File: config.mk
export PLATFORM = sky130hd
export DESIGN_NAME = eorr_front
export DESIGN_NICKNAME = d
export VERILOG_FILES = /design/src/sv/eorr_pkg.sv /design/src/sv/eorr_front.sv
export SDC_FILE = /design/constraint.sdc
export NUM_CORES = 1
export LEC_CHECK = 0
export ABC_CLOCK_PERIOD_IN_PS = 16550
export BUFFER_PORTS_ARGS = -buffer_cell sky130_fd_sc_hd__buf_2
export CAP_MARGIN = 20
export CELL_PAD_IN_SITES_DETAIL_PLACEMENT = 1
export CELL_PAD_IN_SITES_GLOBAL_PLACEMENT = 1
export CORE_UTILIZATION = 41
export DETAILED_ROUTE_END_ITERATION = 10
export PLACE_DENSITY = 0.87
export SLEW_MARGIN = 10
export SYNTH_ARGS = -nofsm -noshare
export SYNTH_HDL_FRONTEND = slang
export SYNTH_SLANG_ARGS = --single-unit
File: constraint.sdc
create_clock -name vclk -period 16.55
set_clock_uncertainty 0.15 [all_clocks]
set_input_delay 0.8275 -clock vclk [all_inputs]
set_output_delay 0.8275 -clock vclk [all_outputs]
set_load 0.1 [all_outputs]
File: src/sv/eorr_pkg.sv
package eorr_pkg;

   localparam logic [31:0] MAX_READ_BYTES = 32'd16777216;

   typedef enum logic [2:0] {
      STATUS_OK           = 3'd0,
      STATUS_TABLE_FULL   = 3'd1,
      STATUS_EMPTY        = 3'd2,
      STATUS_DEST_RANGE   = 3'd3,
      STATUS_SOURCE_RANGE = 3'd4,
      STATUS_READ_RANGE   = 3'd5,
      STATUS_READ_LARGE   = 3'd6
   } status_type;

   typedef enum logic [1:0] {
      KIND_OVERLAY  = 2'd0,
      KIND_ORIGINAL = 2'd1,
      KIND_ZERO     = 2'd2,
      KIND_NONE     = 2'd3
   } kind_type;

   localparam logic CMD_APPEND = 1'b0;
   localparam logic CMD_READ   = 1'b1;

   localparam logic CSR_VIRT_SIZE     = 1'b0;
   localparam logic CSR_ORIGINAL_SIZE = 1'b1;

   typedef struct packed {
      logic        is_read;
      logic        single;
      status_type  status;
      logic [63:0] start;
      logic [63:0] stop;
      logic [7:0]  source;
      logic [63:0] delta;
   } cmd_type;

   typedef struct packed {
      status_type  status;
      kind_type    kind;
      logic [7:0]  segment_source;
      logic [63:0] segment_offset;
      logic [24:0] buffer_offset;
      logic [24:0] segment_length;
      logic        last;
   } res_type;

endpackage

File: src/sv/eorr_front.sv
module eorr_front import eorr_pkg::*; (
   input  logic        req_cmd,
   input  logic [63:0] req_address,
   input  logic [31:0] req_length,
   input  logic [7:0]  req_source_id,
   input  logic [63:0] req_source_offset,
   input  logic [63:0] req_source_size,
   input  logic [63:0] virt_size,
   output cmd_type     entry
);
   logic [63:0] len64;
   logic        len_zero, range_bad, source_bad, too_large;

   assign len64      = {32'd0, req_length};
   assign len_zero   = (req_length == '0);
   assign range_bad  = (req_address > virt_size) || (len64 > virt_size - req_address);
   assign source_bad = (req_source_offset > req_source_size) ||
                       (len64 > req_source_size - req_source_offset);
   assign too_large  = (req_length > MAX_READ_BYTES);

   always_comb begin
      entry.is_read = (req_cmd == CMD_READ);
      entry.start   = req_address;
      entry.stop    = req_address + len64;
      entry.source  = req_source_id;
      entry.delta   = req_source_offset - req_address;
      if (req_cmd == CMD_READ) begin
         entry.single = range_bad || len_zero || too_large;
         priority if (range_bad) begin
            entry.status = STATUS_READ_RANGE;
         end else if (len_zero) begin
            entry.status = STATUS_OK;
         end else if (too_large) begin
            entry.status = STATUS_READ_LARGE;
         end else begin
            entry.status = STATUS_OK;
         end
      end else begin
         entry.single = 1'b1;
         priority if (len_zero) begin
            entry.status = STATUS_EMPTY;
         end else if (range_bad) begin
            entry.status = STATUS_DEST_RANGE;
         end else if (source_bad) begin
            entry.status = STATUS_SOURCE_RANGE;
         end else begin
            entry.status = STATUS_OK;
         end
      end
   end
endmodule

==> results.sh <==
export IMPL_power_mw=1.35
export IMPL_setup_violations=0
export IMPL_cp_end_kind="output port"
export IMPL_final_util=0.479
export IMPL_yosys_area_top_type="ha_1"
export IMPL_wire_per_inst_um=24.4
export IMPL_worst_slack_ns=8.43
export IMPL_critPathRequiredTime_ns=15.57
export IMPL_final_area_sq_mm=0.0186
export IMPL_die_h_um=201
export IMPL_status="finished clean"
export IMPL_synth_common_cells="ha_1 (287), a21oi_1 (269), nand2_1 (211)"
export IMPL_critPathMaxStageDelay_ns=0.54
export IMPL_die_w_um=201
export IMPL_synth_top_cell_area_share=0.221
export IMPL_power_density_mw_per_mm2=72.5
export IMPL_ioPinCount=502
export IMPL_grt_setup_unrepaired="false"
export IMPL_whs_ns=1.51
export IMPL_grt_first_pass_wirelength_mm=120
export IMPL_p_leak_nw=9.21
export IMPL_io_buffer_count=486
export IMPL_cts_setup_buffers=0
export IMPL_grt_pass1_vias=20495
export IMPL_row_count=72
export IMPL_cp_start_kind="input pin"
export IMPL_fillers=5347
export IMPL_drive_gt1_frac=0.193
export IMPL_yosysUniqueCellTypes=96
export IMPL_grt_overflow=0
export IMPL_period_minus_slack_ns=8.12
export IMPL_gp_congestion=1.06
export IMPL_first_iter_violations=1396
export IMPL_ys_warnings_count=0
export IMPL_pre_cts_ws_ns=8.53
export IMPL_placed_cells=3288
export IMPL_crit_slowest_cell="or4_1"
export IMPL_hold_viol=0
export IMPL_place_area_sq_mm=0.0186
export IMPL_track_usage=0.375
export IMPL_cts_resized=0
export IMPL_synthMostInstantiatedCell="ha_1"
export IMPL_ant_nets=0
export IMPL_critPathMostFrequentCell="nor4_1"
export IMPL_firstDrtPassIters=5
export IMPL_core_area_sq_mm=0.0388
export IMPL_synth_cell_area_sq_mm=0.0163
export IMPL_drc=0
export IMPL_postCtsHoldBufs=0
export IMPL_nClkBuffers=0
export IMPL_dieArea_sq_mm=0.0404
export IMPL_tns_ns=0
export IMPL_nNetsFinal=3360
export IMPL_antenna_found_initial=15
export IMPL_start_util=0.419
export IMPL_critPathBufInv=3
export IMPL_grt_max_degree=14
export IMPL_drv_slew=0
export IMPL_ys_top_cells_by_area="ha_1 (22%), a21oi_1 (8.3%), xnor2_1 (7.2%), a21o_1 (5.8%), nand2_1 (4.9%)"
export IMPL_design_seq_count=0
export IMPL_ys_seq_area_frac=0
export IMPL_vias=20519
export IMPL_tightest_slew_ns=1.07
export IMPL_avgSynthCellArea_sq_um=6.74
export IMPL_fmax_mhz=123
export IMPL_hpwl_mm=71.5
export IMPL_maxSlewHeadroom=0.282
export IMPL_area_delta_synth_final_pct=14.5
export IMPL_cpLargestDelayFamily="simple AND/OR/NAND/NOR gates"
export IMPL_seq_area_sq_um=0
export IMPL_arrival_ns=7.14
export IMPL_path_class="in2out"
export IMPL_crit_fanout=6
export IMPL_maxCapViolations=0
export IMPL_syn_num_nets=3000
export IMPL_wirelength_mm=80.6
export IMPL_period_share=0.490
export IMPL_viasPerCell=6.21
export IMPL_hold_class="in2out"
export IMPL_synthCells=2412
export IMPL_stdcell_count=3303
export IMPL_peakVddDrop_uv=67.4
==> cell families after synthesis <==
group,count (synthesis),share of synthesized area
compound gates,841,0.339
xor+xnor,203,0.109
fa+ha+maj,291,0.226
buf+inv,313,0.0903
mux,11,0.00693
simple gates,753,0.229
==> cell usage in the layout (no fill, tap or decap), types with 9 or more instances in the layout <==
master	synthesis	final
ha_1	287	287
nor4_1	27	27
a21boi_0	9	9
xor2_1	69	69
or3_1	19	19
o21a_1	52	52
a31oi_1	18	18
o21ai_1	16	16
mux2i_1	9	9
nor2_1	159	159
a211o_1	10	10
a41oi_1	9	9
nand4_1	73	73
nand2_1	211	211
nand3b_1	9	9
and3_1	20	20
o211ai_1	24	24
nor2b_1	24	24
a211oi_1	25	25
nor3_1	58	58
diode_2	0	15
a21o_1	125	125
a21oi_1	269	269
o21ai_0	136	136
and2_1	15	15
o21bai_1	27	27
xnor2_1	134	134
inv_1	183	183
a221oi_1	12	12
o31ai_1	17	17
buf_2	9	486
nand2b_1	29	29
nand3_1	67	67
==> where the power goes <==
part / leakage [nW] / switching [mW] / internal, mW / total [mW]
Clock: 0.0000951 / 0 / 0.000000122 / 0.000000122
Sequential: 0 / 0 / 0 / 0
Combinational: 9.21 / 1.01 / 0.339 / 1.35
==> final timing paths <==
kind	cells past startpoint	end	slack (ns)	from
hold / removal	0	entry[65]	1.51	req_source_id[1]
setup / recovery	25	entry[200]	8.43	req_address[4]
==> per-layer routing <==
layer / global-route usage / up-vias / routed length, um
li1: - / 9592 / -
met1: 0.502 / 9999 / 35600
met2: 0.617 / 788 / 36600
met3: 0.0539 / 140 / 5690
met4: 0.118 / 0 / 2600
met5: 0 / - / 0
==> final cells by class <==
type | count | area [sq um] | area share
timing repair buffer | 488 | 2450 | 0.132
multi-input combinational | 2099 | 14800 | 0.795
antenna | 15 | 37.5 | 0.00202
inverter | 183 | 687 | 0.0369
tap | 518 | 648 | 0.0348
Power figures use the tool's default switching activity.
