File: src/sv/eorr_fifo.sv
module eorr_fifo #(
   parameter int WIDTH = 8,
   parameter int DEPTH = 2
) (
   input  logic             clock,
   input  logic             reset,
   input  logic             push,
   input  logic [WIDTH-1:0] push_data,
   output logic             full,
   input  logic             pop,
   output logic             empty,
   output logic [WIDTH-1:0] pop_data
);
   localparam int PW = (DEPTH > 1) ? $clog2(DEPTH) : 1;
   localparam int CW = $clog2(DEPTH + 1);

   logic [WIDTH-1:0] mem_ff [DEPTH];
   logic [PW-1:0]    wr_ff, wr_in, rd_ff, rd_in;
   logic [CW-1:0]    cnt_ff, cnt_in;
   logic             do_push, do_pop;

   assign full     = (cnt_ff == CW'(DEPTH));
   assign empty    = (cnt_ff == '0);
   assign pop_data = mem_ff[rd_ff];
   assign do_push  = push && !full;
   assign do_pop   = pop && !empty;

   always_comb begin
      wr_in  = wr_ff;
      rd_in  = rd_ff;
      cnt_in = cnt_ff;
      if (do_push) begin
         wr_in = (wr_ff == PW'(DEPTH - 1)) ? '0 : wr_ff + 1'b1;
      end
      if (do_pop) begin
         rd_in = (rd_ff == PW'(DEPTH - 1)) ? '0 : rd_ff + 1'b1;
      end
      if (do_push && !do_pop) begin
         cnt_in = cnt_ff + 1'b1;
      end else if (do_pop && !do_push) begin
         cnt_in = cnt_ff - 1'b1;
      end
   end

   always_ff @(posedge clock) begin
      if (reset) begin
         wr_ff  <= '0;
         rd_ff  <= '0;
         cnt_ff <= '0;
      end else begin
         wr_ff  <= wr_in;
         rd_ff  <= rd_in;
         cnt_ff <= cnt_in;
      end
      if (do_push) begin
         mem_ff[wr_ff] <= push_data;
      end
   end
endmodule

File: config.mk
export PLATFORM = sky130hd
export DESIGN_NAME = eorr_fifo
export DESIGN_NICKNAME = d
export VERILOG_FILES = /design/src/sv/eorr_fifo.sv
export SDC_FILE = /design/constraint.sdc
export NUM_CORES = 1
export LEC_CHECK = 0
export BUFFER_PORTS_ARGS = -buffer_cell sky130_fd_sc_hd__buf_2
export CAP_MARGIN = 10
export CORE_UTILIZATION = 44
export CTS_BUF_LIST = sky130_fd_sc_hd__clkbuf_16
export DETAILED_ROUTE_END_ITERATION = 12
export PLACE_DENSITY_LB_ADDON = 0.05
export SYNTH_ARGS = -nofsm -noshare
export SYNTH_HDL_FRONTEND = slang
export SYNTH_SLANG_ARGS = --single-unit
File: constraint.sdc
create_clock -name clock -period 1.45 [get_ports clock]
set_clock_uncertainty 0.05 [all_clocks]
set_input_delay 0 -clock clock [delete_from_list [all_inputs] [get_ports clock]]
set_output_delay 0 -clock clock [all_outputs]
set_load 0.05 [all_outputs]
==> results of run 1 <==
[per-stage QoR]
stage | util | hold WS, ns | setup TNS (ns) | instances
after floorplan | - | 0.0117 | -0.223 | 50
after global placement | 0.628 | 0.138 | -0.0133 | 100
after detailed placement | 0.628 | 0.144 | -0.00936 | 100
after CTS | 0.735 | 0.0738 | 0 | 113
after global routing | 0.741 | 0.137 | -0.0591 | 113
final | 0.741 | 0.0917 | 0 | 113
[per-layer routing]
layer / GRT usage / up-vias / part of all wire
met2: 0.282 / 14 / 0.56
li1: - / 258 / -
met5: 0 / - / 0
met3: 0.0367 / 0 / 0.039
met4: 0.0545 / 0 / 0
met1: 0.152 / 252 / 0.40
[kinds of logic (layout without fill, tap and decap cells)]
family | Yosys count | in the layout | share of synthesized area
AO/OA/AOI/OAI | 5 | 5 | 0.0315
XOR/XNOR | 3 | 3 | 0.0331
adder cells (fa/ha/maj) | 1 | 1 | 0.0158
buffers and inverters | 3 | 42 | 0.0158
flip-flops | 21 | 21 | 0.732
multiplexers | 8 | 8 | 0.114
AND/OR/NAND/NOR | 9 | 9 | 0.0584
[flip-flops by register name (all words and copies together) (netlist names), named ones only]
register  count
mem_ff       16
cnt_ff        2
rd_ff         1
wr_ff         1
[final cells by class]
cell class                      instances  share of cell area
Clock inverter                          1             0.00424
Tap cell                               24              0.0254
Inverter                                2             0.00636
Sequential cell                        21               0.495
Clock buffer                            3              0.0636
Multi-Input combinational cell         26               0.181
Timing Repair Buffer                   36               0.225
[worst min path at each step]
| stage | startpoint | cells past startpoint | slack [ns] | endpoint |
|---|---|---|---|---|
| after floorplan | reset | 1 | 0.01 | cnt_ff[1]$_SDFFE_PP0P_ |
| after global placement | push_data[4] | 1 | 0.14 | mem_ff[0][4]$_DFFE_PP_ |
| after detailed placement | push_data[6] | 1 | 0.14 | mem_ff[1][6]$_DFFE_PP_ |
| after CTS | push | 4 | 0.07 | wr_ff$_SDFFE_PP0N_ |
| after global routing | push | 4 | 0.14 | wr_ff$_SDFFE_PP0N_ |
| final | push | 4 | 0.09 | wr_ff$_SDFFE_PP0N_ |
[layout by cell type (no fill, tap or decap), types with 2 or more instances in the layout]
cell / count
a21oi_1: 2
clkbuf_16: 3
or3_1: 2
buf_12: 2
dfxtp_1: 2
dlygate4sd3_1: 9
buf_2: 21
mux2_2: 8
xor2_1: 3
o21ai_0: 2
edfxtp_1: 16
dfxtp_2: 3
inv_1: 2
nor2_1: 4
buf_4: 4
[timing repair]
| action | in CTS | in global routing |
|---|---|---|
| pin swaps | 0 | 2 |
| endpoints found under the setup margin | 2 | 1 |
| hold endpoints to repair | 21 | 0 |
| resized for setup | 2 | 3 |
| hold buffers | 9 | 0 |
[worst max-delay path, cell delays in order (launching register included)]
cell     delay [ns]
dfxtp_2        0.33
nor2b_4        0.13
nor2_2         0.10
ha_2           0.28
or3_1          0.34
a21oi_1        0.14
[report_power, final]
part	switching (mW)	internal, mW	leakage, nW
Combinational	0.579	0.368	0.248
Sequential	0.0796	0.778	0.192
Clock	0.196	0.369	0.0409
==> flow_metrics.env, run 1 <==
export IMPL_syn_area_um2=793
export IMPL_syn_inst=50
export IMPL_synth_top_area_cell="edfxtp_1"
export IMPL_hold_path_class="primary input to flop"
export IMPL_multi_input_comb_area_um2=214
export IMPL_initial_utilization=0.498
export IMPL_drc_errors=0
export IMPL_die_w_um=44.5
export IMPL_cts_num_sinks=21
export IMPL_clock_latency_ns=0.25
export IMPL_max_freq_ghz=0.694
export IMPL_start_kind="flop"
export IMPL_regArea_um2=584
export IMPL_drv_cap=0
export IMPL_finalPower_mw=2.37
export IMPL_rsz0062_at_grt="yes"
export IMPL_die_area_um2=1980
export IMPL_yosysMostFrequentCell="edfxtp_1"
export IMPL_slew_limit_headroom=0.835
export IMPL_crit_type="flop to flop"
export IMPL_wire_per_inst_um=11.2
export IMPL_wirelength_mm=1.27
export IMPL_post_cts_buffers=0
export IMPL_ant_nets=0
export IMPL_drt_iter0_markers=5
export IMPL_slew_violations=0
export IMPL_crit_start="cnt_ff[1]$_SDFFE_PP0P_"
export IMPL_yosys_most_used_dff="edfxtp_1"
export IMPL_vdd_drop_max_mv=1.72
export IMPL_antenna_found_initial=0
export IMPL_synth_area_per_cell_um2=15.9
export IMPL_root_buffer="clkbuf_16"
export IMPL_drtPass1Iterations=4
export IMPL_cts_clk_slew_worst_paths_ns=0.06
export IMPL_pre_cts_slack_ns=-0.00936
export IMPL_areaGrowthSynthToFinish_pct=48.9
export IMPL_cts_inserted_buffers=3
export IMPL_vias=524
export IMPL_die_h_um=44.5
export IMPL_design_area_um2=1180
export IMPL_clockBufferDepth=2
export IMPL_setup_viol=0
export IMPL_post_route_period_util=0.993
export IMPL_p_leak_nw=0.481
export IMPL_synthesis_nets=63
export IMPL_synthTopCellsByArea="edfxtp_1 (61%), dfxtp_1 (13%), mux2_2 (11%)"
export IMPL_antenna_cells=0
export IMPL_placed_area_um2=1000
export IMPL_synth_edff_count=16
export IMPL_grt_pass1_wl_mm=2.06
export IMPL_fin_nets=103
export IMPL_cts_tree="built"
export IMPL_status="finished clean"
export IMPL_viasPerCell=4.64
export IMPL_r2r_cells=5
export IMPL_gr_total_overflow=0
export IMPL_rows=14
export IMPL_grt_pass1_vias=545
export IMPL_io_pins=22
export IMPL_fillers=106
export IMPL_cp_required_ns=1.58
export IMPL_reg2reg_from="cnt_ff[1]$_SDFFE_PP0P_"
export IMPL_synth_cells_most_frequent="edfxtp_1 (16), mux2_2 (8), dfxtp_1 (5), nor2_1 (5)"
export IMPL_crit_path_end_kind="flop"
export IMPL_grt_max_degree=13
export IMPL_seq_area_frac_synth=0.732
export IMPL_ys_warn_count=0
export IMPL_endpoint="cnt_ff[1]$_SDFFE_PP0P_"
export IMPL_min_period_ns=1.44
export IMPL_r2r_end="cnt_ff[1]$_SDFFE_PP0P_"
export IMPL_finalHoldViolCount=0
export IMPL_layout_setup_ws_ns=0.0101
export IMPL_place_congestion=0.696
export IMPL_coreArea_um2=1590
export IMPL_p_per_area_nw_per_um2=2010
export IMPL_htreeDepth=1
export IMPL_tightest_slew_ns=0.250
export IMPL_worstPathArrival_ns=1.57
export IMPL_dpl_hpwl_um=837
export IMPL_grt_usage=0.147
export IMPL_async_reset_ff_frac=0
export IMPL_yosysTopAreaCellShare=0.606
export IMPL_drive_gt1_frac=0.517
export IMPL_r2r_slack_ns=0.01
export IMPL_crit_fanout=4
export IMPL_synth_cell_types=13
export IMPL_ys_ff_latch=21
export IMPL_io_buffers=21
No activity file was read; power rests on OpenSTA's default activity.
==> run 2: changes to the inputs <==
Settings changed: CTS_BUF_LIST sky130_fd_sc_hd__clkbuf_16 to unset.
==> run 2 against run 1 <==
Net effect: utilization down 2.9 points; power down 13%; register-to-register slack about the same; critical path depth down 1; largest cell class unchanged.
==> flow_metrics.env, run 2 (same netlist as run 1, synthesis figures left out) <==
export IMPL_antenna_found_initial=0
export IMPL_cts_clk_slew_worst_paths_ns=0.12
export IMPL_grt_max_degree=13
export IMPL_crit_start="cnt_ff[0]$_SDFFE_PP0P_"
export IMPL_largest_registers="mem_ff (16), cnt_ff (2)"
export IMPL_grt_usage=0.149
export IMPL_post_route_period_util=0.999
export IMPL_fin_util=0.712
export IMPL_areaGrowthSynthToFinish_pct=43.1
export IMPL_r2r_end="cnt_ff[1]$_SDFFE_PP0P_"
export IMPL_regMostFlops="mem_ff"
export IMPL_place_inst=100
export IMPL_drv_cap=0
export IMPL_drtPass1Iterations=2
export IMPL_worstPathArrival_ns=1.64
export IMPL_reg2reg_from="cnt_ff[0]$_SDFFE_PP0P_"
export IMPL_layout_common_cells="buf_2 (21), edfxtp_1 (16), dlygate4sd3_1 (10), mux2_2 (8)"
export IMPL_viasPerCell=4.61
export IMPL_tightest_slew_ns=0.250
export IMPL_tns_ns=0
export IMPL_cts_num_sinks=21
export IMPL_r2r_slack_ns=0.002
export IMPL_antenna_cells=0
export IMPL_grt_pass1_vias=504
export IMPL_gr_total_overflow=0
export IMPL_drive_gt1_frac=0.500
export IMPL_final_common_cell="buf_2"
export IMPL_io_pins=22
export IMPL_die_w_um=44.5
export IMPL_ant_nets=0
export IMPL_finalHoldViolCount=0
export IMPL_setup_viol=0
export IMPL_p_leak_nw=0.461
export IMPL_cts_tree="built"
export IMPL_slew_violations=0
export IMPL_hold_depth=5
export IMPL_cp_required_ns=1.64
export IMPL_hold_path_class="primary input to flop"
export IMPL_io_buffers=21
export IMPL_cts_inserted_buffers=3
export IMPL_vdd_drop_max_mv=1.25
export IMPL_crit_type="flop to flop"
export IMPL_coreArea_um2=1590
export IMPL_status="finished clean"
export IMPL_wirelength_mm=1.26
export IMPL_slew_limit_headroom=0.835
export IMPL_rsz0062_at_grt="yes"
export IMPL_initial_utilization=0.498
export IMPL_start_kind="flop"
export IMPL_min_from="pop"
export IMPL_rows=14
export IMPL_largest_reg_flops=16
export IMPL_post_cts_buffers=0
export IMPL_hold_path_end="rd_ff$_SDFFE_PP0P_"
export IMPL_clockBufferDepth=2
export IMPL_die_h_um=44.5
export IMPL_die_area_um2=1980
export IMPL_grt_pass1_wl_mm=2.00
export IMPL_r2r_cells=4
export IMPL_crit_path_end_kind="flop"
export IMPL_fin_nets=104
export IMPL_min_period_ns=1.45
export IMPL_root_buffer="clkbuf_4"
export IMPL_place_congestion=0.696
export IMPL_crit_fanout=4
export IMPL_layout_cells_non_filler=114
export IMPL_max_freq_ghz=0.691
export IMPL_p_per_area_nw_per_um2=1820
export IMPL_vias=526
export IMPL_dpl_hpwl_um=837
export IMPL_drt_iter0_markers=7
export IMPL_drc_errors=0
export IMPL_wire_per_inst_um=11.1
export IMPL_clock_latency_ns=0.30
export IMPL_htreeDepth=1
-- run 2: cell types whose count changed in the layout (fill, tap and decap cells not counted), sizes merged --
cell         before  now
dlygate4sd3       9   10
-- run 2: metrics by stage --
stage / cell area (um^2) / hold slack [ns] / setup slack (ns) / total power [mW]
finish: 1130 / 0.143 / 0.00203 / 2.07
global route: 1130 / 0.176 / -0.0868 / 2.19
CTS: 1130 / 0.134 / 0.0165 / 2.08
detailed placement: 1000 / 0.144 / -0.00936 / 1.78
global placement: 1000 / 0.138 / -0.0133 / 1.77
floorplan: 801 / 0.0117 / -0.223 / 1.51
-- run 2: cell type report --
cell class	instances	area, um^2
clock buffers	3	22.5
clock inverters	1	5.00
repair buffers	37	275
fillers	112	459
well taps	24	30.0
multi-input cells	26	210
inverters	2	7.51
flip-flops and latches	21	584
-- run 2: worst max path at each step --
| stage | end | slack (ns) | cells after the start |
|---|---|---|---|
| floorplan | cnt_ff[1]$_SDFFE_PP0P_ | -0.22 | 5 |
| global placement | cnt_ff[1]$_SDFFE_PP0P_ | -0.01 | 4 |
| detailed placement | cnt_ff[1]$_SDFFE_PP0P_ | -0.009 | 4 |
| CTS | cnt_ff[1]$_SDFFE_PP0P_ | 0.02 | 5 |
| global route | cnt_ff[1]$_SDFFE_PP0P_ | -0.09 | 4 |
| finish | cnt_ff[1]$_SDFFE_PP0P_ | 0.002 | 4 |
-- run 2: where the power goes --
group	total [mW]	internal (mW)	switching (mW)
Sequential	0.850	0.775	0.0747
Combinational	0.944	0.367	0.577
Clock	0.272	0.103	0.170
Total	2.07	1.25	0.821
-- run 2: worst max-delay path: stages (launching register included) --
cell     delay (ns)
dfxtp_2        0.37
o21ai_1        0.19
ha_2           0.31
or3_1          0.34
a21oi_1        0.13
-- run 2: layer usage --
metal	GRT usage	up-vias	wire, um
met5	0	-	0
met4	0.0727	0	25
met3	0.0490	4	56
met2	0.259	17	656
met1	0.161	244	522
li1	-	261	-
-- run 2: repair_timing --
action / in CTS / in global routing
hold buffers: 10 / 0
cloned: 0 / 0
gates resized for setup: 2 / 2
endpoints found under the hold margin: 21 / 0
endpoints found under the setup margin: 9 / 1
pin swaps: 1 / 1
